## config.mk

```make
export PLATFORM = sky130hd
export DESIGN_NAME = beacon_vendor_ie_locator
export DESIGN_NICKNAME = d
export VERILOG_FILES = /design/src/rtl/bvil_pkg.sv /design/src/rtl/bvil_frame_walker.sv /design/src/rtl/beacon_vendor_ie_locator.sv
export SDC_FILE = /design/constraint.sdc
export NUM_CORES = 1
export LEC_CHECK = 0
export BUFFER_PORTS_ARGS = -buffer_cell sky130_fd_sc_hd__buf_2
export CAP_MARGIN = 20
export CELL_PAD_IN_SITES_DETAIL_PLACEMENT = 2
export CELL_PAD_IN_SITES_GLOBAL_PLACEMENT = 2
export CORE_ASPECT_RATIO = 1.2
export CORE_MARGIN = 2
export CORE_UTILIZATION = 38
export CTS_CLUSTER_SIZE = 8
export DETAILED_ROUTE_END_ITERATION = 6
export GPL_ROUTABILITY_DRIVEN = 0
export PLACE_DENSITY_LB_ADDON = 0.1
export SLEW_MARGIN = 25
export SYNTH_ARGS = -nofsm -noshare
export SYNTH_HDL_FRONTEND = slang
export SYNTH_SLANG_ARGS = --single-unit
```

## constraint.sdc

```tcl
create_clock -name i_clk -period 6 [get_ports i_clk]
set_clock_uncertainty 0.1 [all_clocks]
set_input_delay 0.3 -clock i_clk [delete_from_list [all_inputs] [get_ports i_clk]]
set_output_delay 0.3 -clock i_clk [all_outputs]
set_load 0.01 [all_outputs]
```

## src/rtl/bvil_pkg.sv

```systemverilog
// Package for the beacon vendor information-element locator.
// Result type, register indexes and reset values; no dependencies.
`timescale 1ns / 1ps

package bvil_pkg;

    typedef enum logic [1:0] {
        REG_FRAME_TYPE = 2'd0,
        REG_ELEM_START = 2'd1,
        REG_WANTED_TAG = 2'd2,
        REG_UNUSED     = 2'd3
    } t_reg_index;

    localparam logic [7:0]  FRAME_TYPE_RESET = 8'h80;
    localparam logic [11:0] ELEM_START_RESET = 12'h024;
    localparam logic [7:0]  WANTED_TAG_RESET = 8'hDD;
    localparam logic [11:0] OFFSET_MAX       = 12'hFFF;

    typedef struct packed {
        logic        found;
        logic [11:0] ie_offset;
        logic [7:0]  ie_length;
        logic        too_long;
    } t_result;

endpackage

```

## src/rtl/bvil_frame_walker.sv

```systemverilog
// Per-frame walker: tracks byte position and the tag-length-value element chain.
// Emits one result item on the last byte of a frame. Depends on bvil_pkg.
`timescale 1ns / 1ps

module bvil_frame_walker #(
    parameter int MAX_FRAME = 4096
) (
    input  logic             i_clk,
    input  logic             i_rst_n,
    input  logic             i_accept,
    input  logic [7:0]       i_frame_byte,
    input  logic             i_last_byte,
    input  logic [7:0]       i_frame_type,
    input  logic [11:0]      i_elem_start,
    input  logic [7:0]       i_wanted_tag,
    output logic             o_result_valid,
    output bvil_pkg::t_result o_result
);
    import bvil_pkg::*;

    localparam int POS_W = $clog2(MAX_FRAME + 1);
    localparam int NT_W  = $clog2(MAX_FRAME + 4096);

    logic [POS_W-1:0] r_pos, n_pos;
    logic [NT_W-1:0]  r_next_tag, n_next_tag;
    logic             r_await, n_await;
    logic             r_is_beacon, n_is_beacon;
    logic             r_hit, n_hit;
    logic [11:0]      r_hit_offset, n_hit_offset;
    logic [7:0]       r_hit_length, n_hit_length;
    logic             r_overlong, n_overlong;

    logic [NT_W-1:0]  pos_ext;
    logic [NT_W-1:0]  off_sum;

    assign pos_ext = NT_W'(r_pos);
    assign off_sum = pos_ext + NT_W'(2);

    always_comb begin
        n_pos        = r_pos;
        n_next_tag   = r_next_tag;
        n_await      = r_await;
        n_is_beacon  = r_is_beacon;
        n_hit        = r_hit;
        n_hit_offset = r_hit_offset;
        n_hit_length = r_hit_length;
        n_overlong   = r_overlong;
        if (r_pos >= POS_W'(MAX_FRAME)) begin
            n_overlong = 1'b1;
        end else begin
            if (r_pos == '0) begin
                n_is_beacon = (i_frame_byte == i_frame_type);
                n_next_tag  = NT_W'(i_elem_start);
            end
            if (n_is_beacon) begin
                if (r_await) begin
                    n_await = 1'b0;
                    if (r_hit) begin
                        n_hit_length = i_frame_byte;
                    end else begin
                        n_next_tag = pos_ext + NT_W'(i_frame_byte) + NT_W'(1);
                    end
                end else if (!r_hit && pos_ext == n_next_tag) begin
                    n_await = 1'b1;
                    if (i_frame_byte == i_wanted_tag) begin
                        n_hit        = 1'b1;
                        n_hit_offset = (off_sum > NT_W'(OFFSET_MAX)) ? OFFSET_MAX
                                                                     : off_sum[11:0];
                        n_hit_length = 8'd0;
                    end
                end
            end
            n_pos = r_pos + POS_W'(1);
        end
    end

    always_comb begin
        o_result.found     = n_hit;
        o_result.ie_offset = n_hit ? n_hit_offset : 12'd0;
        o_result.ie_length = n_hit ? n_hit_length : 8'd0;
        o_result.too_long  = n_overlong;
        o_result_valid     = i_accept && i_last_byte;
    end

    always_ff @(posedge i_clk) begin
        if (!i_rst_n || (i_accept && i_last_byte)) begin
            r_pos        <= '0;
            r_next_tag   <= '0;
            r_await      <= 1'b0;
            r_is_beacon  <= 1'b0;
            r_hit        <= 1'b0;
            r_hit_offset <= 12'd0;
            r_hit_length <= 8'd0;
            r_overlong   <= 1'b0;
        end else if (i_accept) begin
            r_pos        <= n_pos;
            r_next_tag   <= n_next_tag;
            r_await      <= n_await;
            r_is_beacon  <= n_is_beacon;
            r_hit        <= n_hit;
            r_hit_offset <= n_hit_offset;
            r_hit_length <= n_hit_length;
            r_overlong   <= n_overlong;
        end
    end

endmodule

```

## src/rtl/beacon_vendor_ie_locator.sv

```systemverilog
// Top level of the beacon vendor information-element locator.
// Holds the APB register file and the output skid stage; uses bvil_pkg, bvil_frame_walker.
//
// Usage:
//   Input channel (i_in_valid / o_in_stall) carries one frame byte per item,
//   with i_last_byte high on the final byte; one byte per cycle unless stalled.
//   Output channel (o_out_valid / i_out_stall) carries one result item per
//   frame: found, data offset, element length and the too-long flag.
//   The result of the last accepted byte is registered into the output register,
//   or into the skid register while the receiver stalls. Throughput: one byte
//   per cycle while o_in_stall is low, one walker step per accepted byte.
//   A result and one more behind it in the skid register can wait while the
//   receiver stalls; o_in_stall rises only when the skid register is full.
//   Frames longer than MAX_FRAME bytes set too_long; later bytes are dropped
//   except for their last-byte flag.
//   Registers: 0x0 frame type byte, 0x4 elements start, 0x8 wanted tag.
//   Synchronous reset clears frame state and the output stage and restores
//   register defaults (0x80, 36, 0xDD).
`timescale 1ns / 1ps

module beacon_vendor_ie_locator #(
    parameter int MAX_FRAME = 4096
) (
    input  logic        i_clk,
    input  logic        i_rst_n,
    input  logic        i_in_valid,
    output logic        o_in_stall,
    input  logic [7:0]  i_frame_byte,
    input  logic        i_last_byte,
    output logic        o_out_valid,
    input  logic        i_out_stall,
    output logic        o_found,
    output logic [11:0] o_ie_offset,
    output logic [7:0]  o_ie_length,
    output logic        o_too_long,
    input  logic        psel,
    input  logic        penable,
    input  logic        pwrite,
    input  logic [3:0]  paddr,
    input  logic [31:0] pwdata,
    output logic [31:0] prdata,
    output logic        pready
);
    import bvil_pkg::*;

    logic [7:0]  r_frame_type;
    logic [11:0] r_elem_start;
    logic [7:0]  r_wanted_tag;
    t_reg_index  reg_sel;
    logic        cfg_write;

    logic        in_accept;
    logic        res_valid;
    t_result     res;

    logic        r_out_valid;
    t_result     r_out;
    logic        r_skid_valid;
    t_result     r_skid;
    logic        out_free;

    assign pready    = 1'b1;
    assign reg_sel   = t_reg_index'(paddr[3:2]);
    assign cfg_write = psel && penable && pwrite && pready;

    always_ff @(posedge i_clk) begin
        if (!i_rst_n) begin
            r_frame_type <= FRAME_TYPE_RESET;
            r_elem_start <= ELEM_START_RESET;
            r_wanted_tag <= WANTED_TAG_RESET;
        end else if (cfg_write) begin
            unique case (reg_sel)
                REG_FRAME_TYPE: r_frame_type <= pwdata[7:0];
                REG_ELEM_START: r_elem_start <= pwdata[11:0];
                REG_WANTED_TAG: r_wanted_tag <= pwdata[7:0];
                default: ;
            endcase
        end
    end

    always_comb begin
        unique case (reg_sel)
            REG_FRAME_TYPE: prdata = {24'd0, r_frame_type};
            REG_ELEM_START: prdata = {20'd0, r_elem_start};
            REG_WANTED_TAG: prdata = {24'd0, r_wanted_tag};
            default:        prdata = 32'd0;
        endcase
    end

    assign o_in_stall = r_skid_valid;
    assign in_accept  = i_in_valid && !o_in_stall;

    bvil_frame_walker #(
        .MAX_FRAME(MAX_FRAME)
    ) u_walker (
        .i_clk          (i_clk),
        .i_rst_n        (i_rst_n),
        .i_accept       (in_accept),
        .i_frame_byte   (i_frame_byte),
        .i_last_byte    (i_last_byte),
        .i_frame_type   (r_frame_type),
        .i_elem_start   (r_elem_start),
        .i_wanted_tag   (r_wanted_tag),
        .o_result_valid (res_valid),
        .o_result       (res)
    );

    assign out_free = !r_out_valid || !i_out_stall;

    always_ff @(posedge i_clk) begin
        if (!i_rst_n) begin
            r_out_valid  <= 1'b0;
            r_skid_valid <= 1'b0;
        end else if (out_free) begin
            if (r_skid_valid) begin
                r_out_valid  <= 1'b1;
                r_skid_valid <= 1'b0;
            end else begin
                r_out_valid  <= res_valid;
            end
        end else if (res_valid) begin
            r_skid_valid <= 1'b1;
        end
    end

    always_ff @(posedge i_clk) begin
        if (out_free) begin
            if (r_skid_valid) begin
                r_out <= r_skid;
            end else if (res_valid) begin
                r_out <= res;
            end
        end else if (res_valid) begin
            r_skid <= res;
        end
    end

    assign o_out_valid = r_out_valid;
    assign o_found     = r_out.found;
    assign o_ie_offset = r_out.ie_offset;
    assign o_ie_length = r_out.ie_length;
    assign o_too_long  = r_out.too_long;

endmodule
```

Yosys cells after proc, flatten, opt, wreduce, memory -nomap -nowiden
Index checks and enable logic that the tools add are counted.
- bits in registers: 124
- input bits: 52
- output and inout port bits: 57
- word-level logic and storage cells: 91
- add/subtract/negate cells: 4
- $lt $le $gt $ge: 2
- equality and inequality tests: 5
- mux-type cells: 33
- bitwise logic cells: 3
- reductions and logical operators: 23
- operators with widths (operator ; count):
    $mux 12 ; 7
    $mux 13 ; 5
    $mux 8 ; 7
    $mux 22 ; 2
    $pmux 12 s3 ; 1
    $add 13x1->13 const B ; 2
    $eq 8x8->1 ; 2
    $add 13x2->13 const B ; 1
    $add 13x8->13 ; 1
    $eq 13x13->1 ; 1
    $ge 13x13->1 const B ; 1
    $gt 13x12->1 const B ; 1
    $logic_not 13->1 ; 1
    $reduce_and 2->1 ; 6
    $mux 1 ; 11
    $logic_and 1x1->1 ; 5
    $logic_not 1->1 ; 5
    $not 1->1 ; 3
    $reduce_and 3->1 ; 1
    $eq 2x1->1 const B ; 1
    $eq 2x2->1 const B ; 1
    $logic_not 2->1 ; 1
    $logic_or 1x1->1 ; 2
    $reduce_bool 2->1 ; 1
    $reduce_or 2->1 ; 1

Depth between registers and ports, before layout
Gate-level depths: netlist of run 1.
- depth after elaboration: 12
- depth in mapped cells: 13
- mapped depth without buffers: 11

Cells and area by module
Synthesis of run 1 repeated with hierarchy kept, for this count alone.
- cell total of the unflattened synthesis: 785
- area, all modules: 7234.4 sq um
- modules (own cells, without submodules) (module ; instances ; cells each ; area each (sq um) ; sequential area each (sq um)):
    bvil_frame_walker ; 1 ; 533 ; 4088.9 ; 1001.0
    beacon_vendor_ie_locator ; 1 ; 252 ; 3145.5 ; 1921.8

Least setup slack after synthesis of run 1
OpenSTA, ideal clock, no wires.
- path type: flip-flop to flip-flop
- start: register u_walker.r_pos[0] (netlist: u_walker.pos_ext[0])
- end: register r_out, in the netlist o_ie_length[0], data pin
- data arrival time: 2.875 ns
- setup slack: 2.754 ns
- stages on the path, launching flop included: 12
- path buffers: 2
- cell sequence: dfxtp_1 > clkbuf_1 > inv_1 > ha_1 > or4b_1 > clkbuf_1 > nor3_4 > mux2i_1 > o2111ai_1 > nor4_2 > a2bb2oi_1 > a21boi_1
- cells in the longest elaborated chain, start to end: 12
- elaborated cells on any way between the ends: 19
- classes of those cells: order compare: 1; eq/ne: 1; mux: 15; reduce/logical: 2
- ends and longest elaborated chain (element ; RTL line ; RTL):
    start: declaration ; bvil_frame_walker.sv:24 ; logic [POS_W-1:0] r_pos, n_pos;
    start signal: assignment ; bvil_frame_walker.sv:96 ; r_pos <= n_pos;
    $logic_not 13->1 ; bvil_frame_walker.sv:51 ; if (r_pos == '0) begin
    $mux 13 ; bvil_frame_walker.sv:51 ;
    $mux 13 ; bvil_frame_walker.sv:48 ; if (r_pos >= POS_W'(MAX_FRAME)) begin
    $eq 13x13->1 ; bvil_frame_walker.sv:63 ; end else if (!r_hit && pos_ext == n_next_tag) begin
    $logic_and 1x1->1 ; bvil_frame_walker.sv:63 ;
    $mux 8 / $mux 1 (equally long branches) ; bvil_frame_walker.sv:63 ;
    $mux 8 / $mux 1 (equally long branches) ; bvil_frame_walker.sv:56 ; if (r_await) begin
    $mux 8 / $mux 1 (equally long branches) ; bvil_frame_walker.sv:55 ; if (n_is_beacon) begin
    $mux 8 / $mux 1 (equally long branches) ; bvil_frame_walker.sv:48 ;
    $mux 8 * ; bvil_frame_walker.sv:80 ; o_result.ie_length = n_hit ? n_hit_length : 8'd0;
    $mux 22 * ; beacon_vendor_ie_locator.sv:130 ; end else if (res_valid) begin
    $mux 22 * ; beacon_vendor_ie_locator.sv:128 ; if (r_skid_valid) begin
    end signal: assignment ; beacon_vendor_ie_locator.sv:129 ; r_out <= r_skid;
    end signal: assignment ; beacon_vendor_ie_locator.sv:131 ; r_out <= res;
    end: declaration ; beacon_vendor_ie_locator.sv:57 ; t_result r_out;
Mark *: on every way between the ends. The rest lies on a longest branch, timed or not. The select of a mux whose other input is x is not followed.
A chain may end at the register's enable or synchronous reset.

Worst setup path in the final report of run 1
Ends and elaborated chain as after synthesis.

==> results.yml, run 1 <==
synth:
  synth_edf_count: 44
  ys_async_sr_fraction_pct: 0
  synth_compound_area_share_pct: 18.3
  synth_ff_type: "dfxtp_1"
  synthAdderAreaFrac_pct: 2.65
  synthSimpleGateAreaFrac_pct: 19.6
  yosysSeqAreaShare_pct: 42.4
  yosysUniqueCellTypes: 67
  synth_xor_area_share_pct: 5.21
  synth_top_family_by_area: "simple AND/OR/NAND/NOR gates"
  synth_area_mm2: 0.00689
  synthMuxAreaShare_pct: 5.78
  synthCells: 748
  ys_ff_latch: 124
  syn_avg_cell_area_um2: 9.21
  yosysWarningCount: 0
clocking:
  cts_hold_buf: 0
  clock_sinks: 124
  cts_tree: "done"
  cts_root_buf: "clkbuf_16"
  cts_buffer_depth: 2
  cts_max_level: 4
  path_clk_slew_ns: 0.06
  cts_resized: 0
  insertion_delay_ns: 0.43
  cts_buffers: 17
  post_cts_buffers: 0
power_and_ir_drop:
  p_switching_mw: 0.530
  comb_power_share_pct: 7.6
  sw_frac_of_total_pct: 25.0
  internal_power_mw: 1.59
  peakVddDrop_mv: 0.181
  seqPwrFrac_pct: 42.2
  p_leak_nw: 2.95
  clkPwrFrac_pct: 50.3
  finalPower_mw: 2.12
  powerDensity_mw_per_mm2: 269
outcome:
  outcome: "finished clean"
worst_hold_path:
  min-delay-start: "pwdata[11]"
  hold_path_class: "in2reg"
sta:
  relSlewSlack_pct: 38.4
  max_freq_mhz: 211
  setup-tns-final_ns: 0
  tightest_slew_ns: 0.923
  hold_viol_final: 0
  setup_viol: 0
  period_share_pct: 79.1
  period_needed_ns: 4.75
  rsz0062_at_grt: "false"
  drv_slew: 0
  finalWorstSetupSlack_ns: 1.25
detailed_routing:
  detail-route-antenna-nets: 0
  vias: 5874
  first_iter_violations: 271
  wl_per_cell_um: 22.6
  firstDrtPassIters: 4
  finalWirelength_um: 23200
  vias_per_cell: 5.73
  drc_errors: 0
global_route:
  antenna_found_initial: 0
  grt.total_usage_pct: 24.8
  grt_max_degree: 36
  grt_pass1_wl_um: 36500
  gr-total-overflow: 0
  grt_pass1_vias: 6419
die:
  start_util_pct: 39.0
  dieHeight_um: 151
  coreArea_mm2: 0.0176
  rows: 53
  die_w_um: 127
  dieArea_mm2: 0.0192
  io_pins: 109
flow_run:
  drv_cap: 0
placement:
  io_buffer_count: 65
  detailed_place_hpwl_um: 16600
  placed_area_mm2: 0.00727
  pre_cts_slack_ns: 1.29
worst_setup_path:
  crit_path_start: "u_walker.pos_ext[0]"
  cp.arrival_ns: 4.78
  required_ns: 6.04
  end_kind: "register"
  worst_setup_path_start_kind: "register"
  cp_max_fo: 12
  worstSetupPathType: "reg2reg"
  r2r_start: "u_walker.pos_ext[0]"
finish:
  final_cell_area_mm2: 0.00787
  drive_above_1_share_pct: 17.1
  final-seq-area_mm2: 0.00292
  syn2layout_area_growth_pct: 14.3
  nNetsFinal: 859
  utilization_pct: 44.6
  nFillCells: 1956
  mostFrequentLayoutCells: "nand2_1 (97), dfxtp_1 (80), buf_2 (65), nor2_1 (54), edfxtp_1 (44)"
  diodes: 0
  multi_input_area_mm2: 0.00364
  final_common_cell: "nand2_1"
## cells in the mapped netlist, types with 4 or more instances
master / instances / area, um^2
a2bb2oi_1: 17 / 149
xnor2_1: 31 / 272
nand2_1: 97 / 364
clkbuf_1: 27 / 101
nor3_1: 11 / 55.1
mux2i_1: 24 / 240
buf_4: 21 / 158
nand2b_1: 8 / 50.1
a21boi_1: 8 / 60.1
nor2_1: 54 / 203
o31ai_1: 7 / 52.6
nor2b_1: 17 / 106
nand3_1: 29 / 145
a31oi_1: 6 / 37.5
nor4_1: 4 / 25.0
o2111ai_1: 7 / 61.3
xor2_1: 10 / 87.6
or4_1: 4 / 30.0
a22o_1: 8 / 70.1
a21boi_0: 16 / 120
a211oi_1: 17 / 128
o21ai_0: 28 / 140
or3_1: 6 / 37.5
edfxtp_1: 44 / 1320
and2_1: 10 / 62.6
dfxtp_1: 80 / 1600
a21oi_1: 30 / 150
mux2_2: 11 / 124
buf_2: 12 / 60.1
o21ai_2: 11 / 96.3
ha_1: 13 / 163
inv_1: 17 / 63.8
nand4_1: 11 / 68.8
## layer usage
metal,wire (um),vias to the layer above,global-route usage (%)
met2,12300,124,46.2
met3,639,36,4.04
met4,626,0,9.23
met5,0,-,0
li1,-,2754,-
met1,9620,2960,28.5
## final cells by class
type / instances / area share (%)
inverter: 17 / 0.810
clock buffer: 18 / 5.45
sequential: 124 / 37.1
timing repair buffer: 71 / 4.70
tap: 220 / 3.50
clock inverter: 14 / 2.18
multi-input combinational: 562 / 46.2
## state kept, by name, summed over array words and instances (netlist names)
register,cells
u_walker.r_overlong,1
r_frame_type,8
u_walker.r_await,1
o_found,1
r_skid,22
o_out_valid,1
o_ie_length,8
o_too_long,1
u_walker.pos_ext,13
r_elem_start,12
r_wanted_tag,8
u_walker.r_hit_offset,12
u_walker.r_hit,1
o_ie_offset,12
u_walker.r_hit_length,8
u_walker.r_is_beacon,1
o_in_stall,1
u_walker.r_next_tag,13
## through the flow
step,std cells,hold slack [ns]
5_1_grt,1026,0.0303
3_5_place_dp,994,0.362
3_3_place_gp,993,0.342
6_report,1026,0.0178
4_1_cts,1026,0.0105
2_1_floorplan,767,0.324
## path summary, 6_finish.rpt
kind | to | slack (ns) | cells past startpoint
min | r_elem_start[11] | 0.02 | 3
max | o_ie_length[0] | 1.25 | 9
max reg2reg | o_ie_length[0] | 1.25 | 9
min reg2reg | u_walker.r_hit_length[1] | 0.38 | 1
## critical path, stage by stage, from the launching register on
cell	delay, ns
dfxtp_1	0.50
inv_1	0.31
ha_1	0.22
nor4b_2	0.40
nand3_1	0.62
o31ai_1	0.85
o21ai_0	0.23
nor4_2	0.72
a2bb2oi_1	0.38
a21boi_1	0.14
## cells by family (layout without fill, tap and decap cells)
kind of cell | count (synthesis) | after routing
compound gates | 178 | 178
mux | 38 | 38
fa+ha+maj | 14 | 14
flops | 124 | 124
simple gates | 270 | 270
other cells | 2 | 21
buf+inv | 81 | 120
xor+xnor | 41 | 41
## power groups by stage
stage | sequential [mW] | combinational [mW] | clock, mW
floorplan | 0.909 | 0.107 | 0
global placement | 0.910 | 0.151 | 0
finish | 0.894 | 0.161 | 1.07
detailed placement | 0.912 | 0.158 | 0
global route | 0.895 | 0.176 | 1.11
CTS | 0.894 | 0.161 | 1.08
(Power assumes the default switching activity.)
==> inputs of run 2 (changes only) <==
--- a/config.mk
+++ b/config.mk
@@ -11,7 +11,7 @@
 export CELL_PAD_IN_SITES_GLOBAL_PLACEMENT = 2
 export CORE_ASPECT_RATIO = 1.2
 export CORE_MARGIN = 2
-export CORE_UTILIZATION = 38
+export CORE_UTILIZATION = 32
 export CTS_CLUSTER_SIZE = 8
 export DETAILED_ROUTE_END_ITERATION = 6
 export GPL_ROUTABILITY_DRIVEN = 0
==> constraint.sdc (replaced) <==
create_clock -name i_clk -period 4.1 [get_ports i_clk]
set_clock_uncertainty 0.1 [all_clocks]
set_input_delay 0.205 -clock i_clk [delete_from_list [all_inputs] [get_ports i_clk]]
set_output_delay 0.205 -clock i_clk [all_outputs]
set_load 0.01 [all_outputs]
==> run 2 against run 1 <==
  * Count of clock-buffer cells in the layout unchanged
  * Largest cell class unchanged
  * Register-to-register slack worse by 0.98 ns
  * Cell count up 7.6%
  * Maximum frequency up 24%
  * Core utilization down 5.8 points
  * Global-route usage down 3.5 points
  * Non-clock buffer count up 28
  * First-iteration DRC count down 12%
  * Worst setup slack worse by 0.98 ns
==> results.yml, run 2 (synthesized netlist as in run 1, its figures left out) <==
worst_setup_path:
  worst_setup_path_start_kind: "register"
  r2r_slack_ns: 0.27
  crit_path_start: "u_walker.pos_ext[1]"
  timing.rr.end: "r_skid[6]"
  cp.arrival_ns: 3.99
  required_ns: 4.27
  worstSetupPathType: "reg2reg"
  crit_path_end: "r_skid[6]"
  cp_top_family: "simple AND/OR/NAND/NOR gates"
  path_buf_inv: 2
  end_kind: "register"
  cp_max_fo: 22
  crit_path_max_incr_delay_ns: 0.76
  cp_num_cells: 10
  worstRegToRegCells: 10
  crit_chain: "inv_1 > ha_1 > nor4b_2 > nand3_1 > buf_4 > a31oi_1 > nand4_4 > or4_4 > nor2b_1 > nor2_1"
  critical-path-slowest-cell: "or4_4"
  r2r_start: "u_walker.pos_ext[1]"
die:
  coreArea_mm2: 0.0210
  die_w_um: 138
  dieHeight_um: 165
  io_pins: 109
  start_util_pct: 32.7
  rows: 58
  dieArea_mm2: 0.0227
clocking:
  clock_sinks: 124
  cts_buffers: 17
  cts_tree: "done"
  cts_max_level: 4
  cts_buffer_depth: 2
  path_clk_slew_ns: 0.07
  insertion_delay_ns: 0.43
  post_cts_buffers: 0
  cts_resized: 0
  cts_root_buf: "clkbuf_16"
sta:
  whs_ns: 0.00776
  hold_viol_final: 0
  tightest_slew_ns: 1.00
  max_freq_mhz: 261
  drv_slew: 0
  period_share_pct: 93.3
  relSlewSlack_pct: 33.3
  setup-tns-final_ns: 0
  period_needed_ns: 3.83
  setup_viol: 0
  finalWorstSetupSlack_ns: 0.274
  rsz0062_at_grt: "false"
global_route:
  grt_pass1_vias: 6417
  antenna_found_initial: 0
  grt_pass1_wl_um: 36500
  gr-total-overflow: 0
  grt_max_degree: 36
  grt.total_usage_pct: 21.3
detailed_routing:
  firstDrtPassIters: 4
  wl_per_cell_um: 21.1
  vias: 5937
  finalWirelength_um: 23200
  first_iter_violations: 239
  detail-route-antenna-nets: 0
  vias_per_cell: 5.38
  drc_errors: 0
placement:
  dpl.cell_count: 1061
  pre_cts_slack_ns: 0.350
  io_buffer_count: 65
  detailed_place_hpwl_um: 17100
  placed_area_mm2: 0.00747
power_and_ir_drop:
  powerDensity_mw_per_mm2: 379
  p_leak_nw: 3.03
  peakVddDrop_mv: 0.271
finish:
  diodes: 0
  syn2layout_area_growth_pct: 18.6
  mostFrequentLayoutCells: "nand2_1 (97), dfxtp_1 (80), buf_2 (65), nor2_1 (53), edfxtp_1 (44)"
  final_common_cell: "nand2_1"
  regMostFlops: "r_skid"
  nNetsFinal: 887
  largest_reg_flops: 22
  final_cell_area_mm2: 0.00817
  instances_no_fill: 1104
  drive_above_1_share_pct: 18.6
  nFillCells: 2383
worst_hold_path:
  hold_path_class: "in2reg"
outcome:
  outcome: "finished clean"
flow_run:
  drv_cap: 0
-- run 2: worst reg2reg max path, cell delays in order (launching register included) --
cell and delay [ns]:
dfxtp_1 0.31, inv_1 0.18, ha_1 0.25, nor4b_2 0.54, nand3_1 0.18, buf_4 0.22, a31oi_1 0.40, nand4_4 0.26
or4_4 0.76, nor2b_1 0.31, nor2_1 0.17
-- run 2: through the flow --
| step | power, mW | utilization [%] |
|---|---|---|
| CTS | 3.13 | 38.8 |
| global route | 3.21 | 38.8 |
| floorplan | 1.49 | - |
| detailed placement | 1.58 | 35.5 |
| finish | 3.10 | 38.8 |
| global placement | 1.57 | 35.4 |
-- run 2: what timing repair did --
action / in CTS / in global routing
hold buffers: 11 / 0
endpoints found under the hold margin: 18 / 0
setup endpoints to repair: 0 / 0
-- run 2: power breakdown --
part           leakage [nW]  internal, mW  switching, mW
registers              1.05          1.29         0.0140
logic                  1.69        0.0934          0.165
clock network         0.281         0.908          0.624
-- run 2: layout make-up --
class                      count  area [um^2]  area share [%]
clock inverter                14          160            1.96
timing repair buffer          99          608            7.44
sequential                   124         2920            35.8
inverter                      17         63.8           0.781
clock buffer                  18          429            5.25
tap                          270          338            4.13
multi-input combinational    562         3650            44.7
-- run 2: per-layer routing --
| metal | vias up | track usage [%] | share of wire (%) |
|---|---|---|---|
| met5 | - | 0 | 0 |
| met4 | 0 | 7.65 | 3.0 |
| met3 | 31 | 3.25 | 2.9 |
| met2 | 110 | 38.4 | 52 |
| met1 | 2995 | 25.3 | 42 |
| li1 | 2801 | - | - |
-- run 2: how the worst min path moves through the flow --
| stage | slack [ns] | to | start | cells past startpoint |
|---|---|---|---|---|
| global route | 0.03 | r_frame_type[2] | pwdata[2] | 3 |
| CTS | 0.003 | r_frame_type[2] | pwdata[2] | 3 |
| finish | 0.008 | r_frame_type[2] | pwdata[2] | 3 |
| floorplan | 0.23 | r_elem_start[5] | pwdata[5] | 2 |
| detailed placement | 0.36 | u_walker.r_hit_length[3] | u_walker.r_hit_length[3] | 1 |
| global placement | 0.34 | u_walker.r_overlong | u_walker.r_overlong | 2 |
==> inputs of run 3 (changes only) <==
--- a/config.mk
+++ b/config.mk
@@ -15,6 +15,7 @@
 export CTS_CLUSTER_SIZE = 8
 export DETAILED_ROUTE_END_ITERATION = 6
 export GPL_ROUTABILITY_DRIVEN = 0
+export GPL_TIMING_DRIVEN = 0
 export PLACE_DENSITY_LB_ADDON = 0.1
 export SLEW_MARGIN = 25
 export SYNTH_ARGS = -nofsm -noshare
==> run 3 against run 2 <==
  * Core utilization is 1.2 points higher
  * Combinational power is 10% higher
  * Count of clock-buffer cells in the layout is 1 lower
  * Global-route usage is 1.4 points higher
  * Die area stayed put
  * Sequential share of layout area is 1.1 points lower
  * Critical path type unchanged
==> results.yml, run 3 (synthesized netlist as in run 1, its figures left out) <==
global_route:
  grt.total_usage_pct: 22.7
  grt_pass1_vias: 6702
  grt_max_degree: 23
  grt_pass1_wl_um: 38600
  antenna_found_initial: 0
  gr-total-overflow: 0
finish:
  utilization_pct: 40.0
  final-seq-area_mm2: 0.00292
  largest_reg_flops: 22
  final_common_cell: "nand2_1"
  multi_input_area_mm2: 0.00369
  regMostFlops: "r_skid"
  diodes: 0
  syn2layout_area_growth_pct: 22.3
  nFillCells: 2355
  final_cell_area_mm2: 0.00842
  drive_above_1_share_pct: 20.8
  mostFrequentLayoutCells: "nand2_1 (97), dfxtp_1 (80), buf_2 (76), nor2_1 (53), edfxtp_1 (44)"
  nNetsFinal: 933
detailed_routing:
  detail-route-antenna-nets: 0
  firstDrtPassIters: 4
  first_iter_violations: 292
  finalWirelength_um: 24600
  vias: 6151
  vias_per_cell: 5.35
  drc_errors: 0
  wl_per_cell_um: 21.4
placement:
  placed_area_mm2: 0.00766
  io_buffer_count: 65
  pre_cts_slack_ns: -0.474
  detailed_place_hpwl_um: 18800
sta:
  finalWorstSetupSlack_ns: 0.178
  setup_viol: 0
  hold_viol_final: 0
  tightest_slew_ns: 0.800
  period_needed_ns: 3.92
  max_freq_mhz: 255
  period_share_pct: 95.7
  drv_slew: 0
  relSlewSlack_pct: 46.2
  rsz0062_at_grt: "false"
clocking:
  cts_buffer_depth: 2
  cts_max_level: 4
  insertion_delay_ns: 0.43
  clock_sinks: 124
  cts_root_buf: "clkbuf_16"
  path_clk_slew_ns: 0.07
  cts_tree: "done"
  cts_buffers: 17
die:
  rows: 58
  die_w_um: 138
  io_pins: 109
  coreArea_mm2: 0.0210
  dieArea_mm2: 0.0227
  start_util_pct: 32.7
  dieHeight_um: 165
outcome:
  outcome: "finished clean"
power_and_ir_drop:
  powerDensity_mw_per_mm2: 364
  clkPwrFrac_pct: 48.1
  p_switching_mw: 0.865
  peakVddDrop_mv: 0.279
  p_leak_nw: 3.16
  seqPwrFrac_pct: 42.6
  internal_power_mw: 2.20
  comb_power_share_pct: 9.3
  sw_frac_of_total_pct: 28.2
worst_setup_path:
  end_kind: "register"
  required_ns: 4.27
  worstSetupPathType: "reg2reg"
  worst_setup_path_start_kind: "register"
  cp_max_fo: 10
  cp.arrival_ns: 4.09
flow_run:
  drv_cap: 0
worst_hold_path:
  hold_path_class: "in2reg"
## run 3: changes by cell type in the layout (fill, tap and decap cells not counted), sizes merged
| cell | change |
|---|---|
| bufinv | -2 |
| clkinv | -2 |
| inv | +2 |
| clkinvlp | +3 |
| buf | +18 |
| clkbuf | +26 |
| dlygate4sd3 | +1 |
## run 3: routing by layer
metal	GRT usage, %	vias to the layer above	part of all wire, %
met5	0	-	0
met3	3.38	45	3.2
met2	40.3	149	51
li1	-	2892	-
met4	11.1	0	4.4
met1	26.4	3065	41
## run 3: path summary, 6_finish.rpt
check / endpoint / startpoint / slack [ns] / depth (start not counted)
worst max-delay path: o_ie_length[1] / u_walker.pos_ext[0] / 0.18 / 12
worst min-delay path: u_walker.r_hit_length[0] / i_frame_byte[0] / 0.02 / 2
worst max register to register: o_ie_length[1] / u_walker.pos_ext[0] / 0.18 / 12
worst min register to register: u_walker.r_hit_length[1] / u_walker.r_hit_length[1] / 0.38 / 1
## run 3: area by class of cell
cell class	count	area share [%]
repair buffers	82	5.78
inverters	17	0.802
flip-flops and latches	124	34.7
plain buffers	63	4.10
clock buffers	17	5.05
clock inverters	15	1.77
well taps	270	4.01
multi-input cells	562	43.8
## run 3: critical path, cell delays in order (launching register included)
cell        delay, ns
dfxtp_1          0.33
clkbuf_4         0.22
clkinvlp_4       0.17
ha_1             0.23
nor4b_4          0.32
nand3_1          0.26
clkbuf_4         0.33
mux2i_2          0.34
o2111ai_1        0.29
or4_4            0.55
buf_2            0.22
a2bb2oi_1        0.20
a21boi_1         0.20
## run 3: power by group through the flow
| stage | registers [mW] | clock network (mW) | logic (mW) |
|---|---|---|---|
| after global routing | 1.31 | 1.56 | 0.311 |
| after CTS | 1.31 | 1.50 | 0.281 |
| final | 1.31 | 1.48 | 0.286 |
| after detailed placement | 1.33 | 0 | 0.265 |
| after global placement | 1.33 | 0 | 0.254 |
| after floorplan | 1.33 | 0 | 0.157 |
## run 3: repair_timing
action,in CTS,in global routing
buffers inserted,2,1
setup endpoints to repair,69,41
resized for setup,5,10
hold endpoints to repair,20,0
pin swaps,3,0
hold buffers,12,0
## run 3: stage by stage
step | power, mW | hold WS, ns | std cells | TNS [ns]
finish | 3.07 | 0.0170 | 1150 | 0
global route | 3.18 | 0.0344 | 1150 | 0
CTS | 3.09 | 0.00526 | 1149 | 0
detailed placement | 1.60 | 0.355 | 1104 | -9.27
global placement | 1.59 | 0.348 | 1102 | -5.99
floorplan | 1.49 | 0.229 | 767 | 0
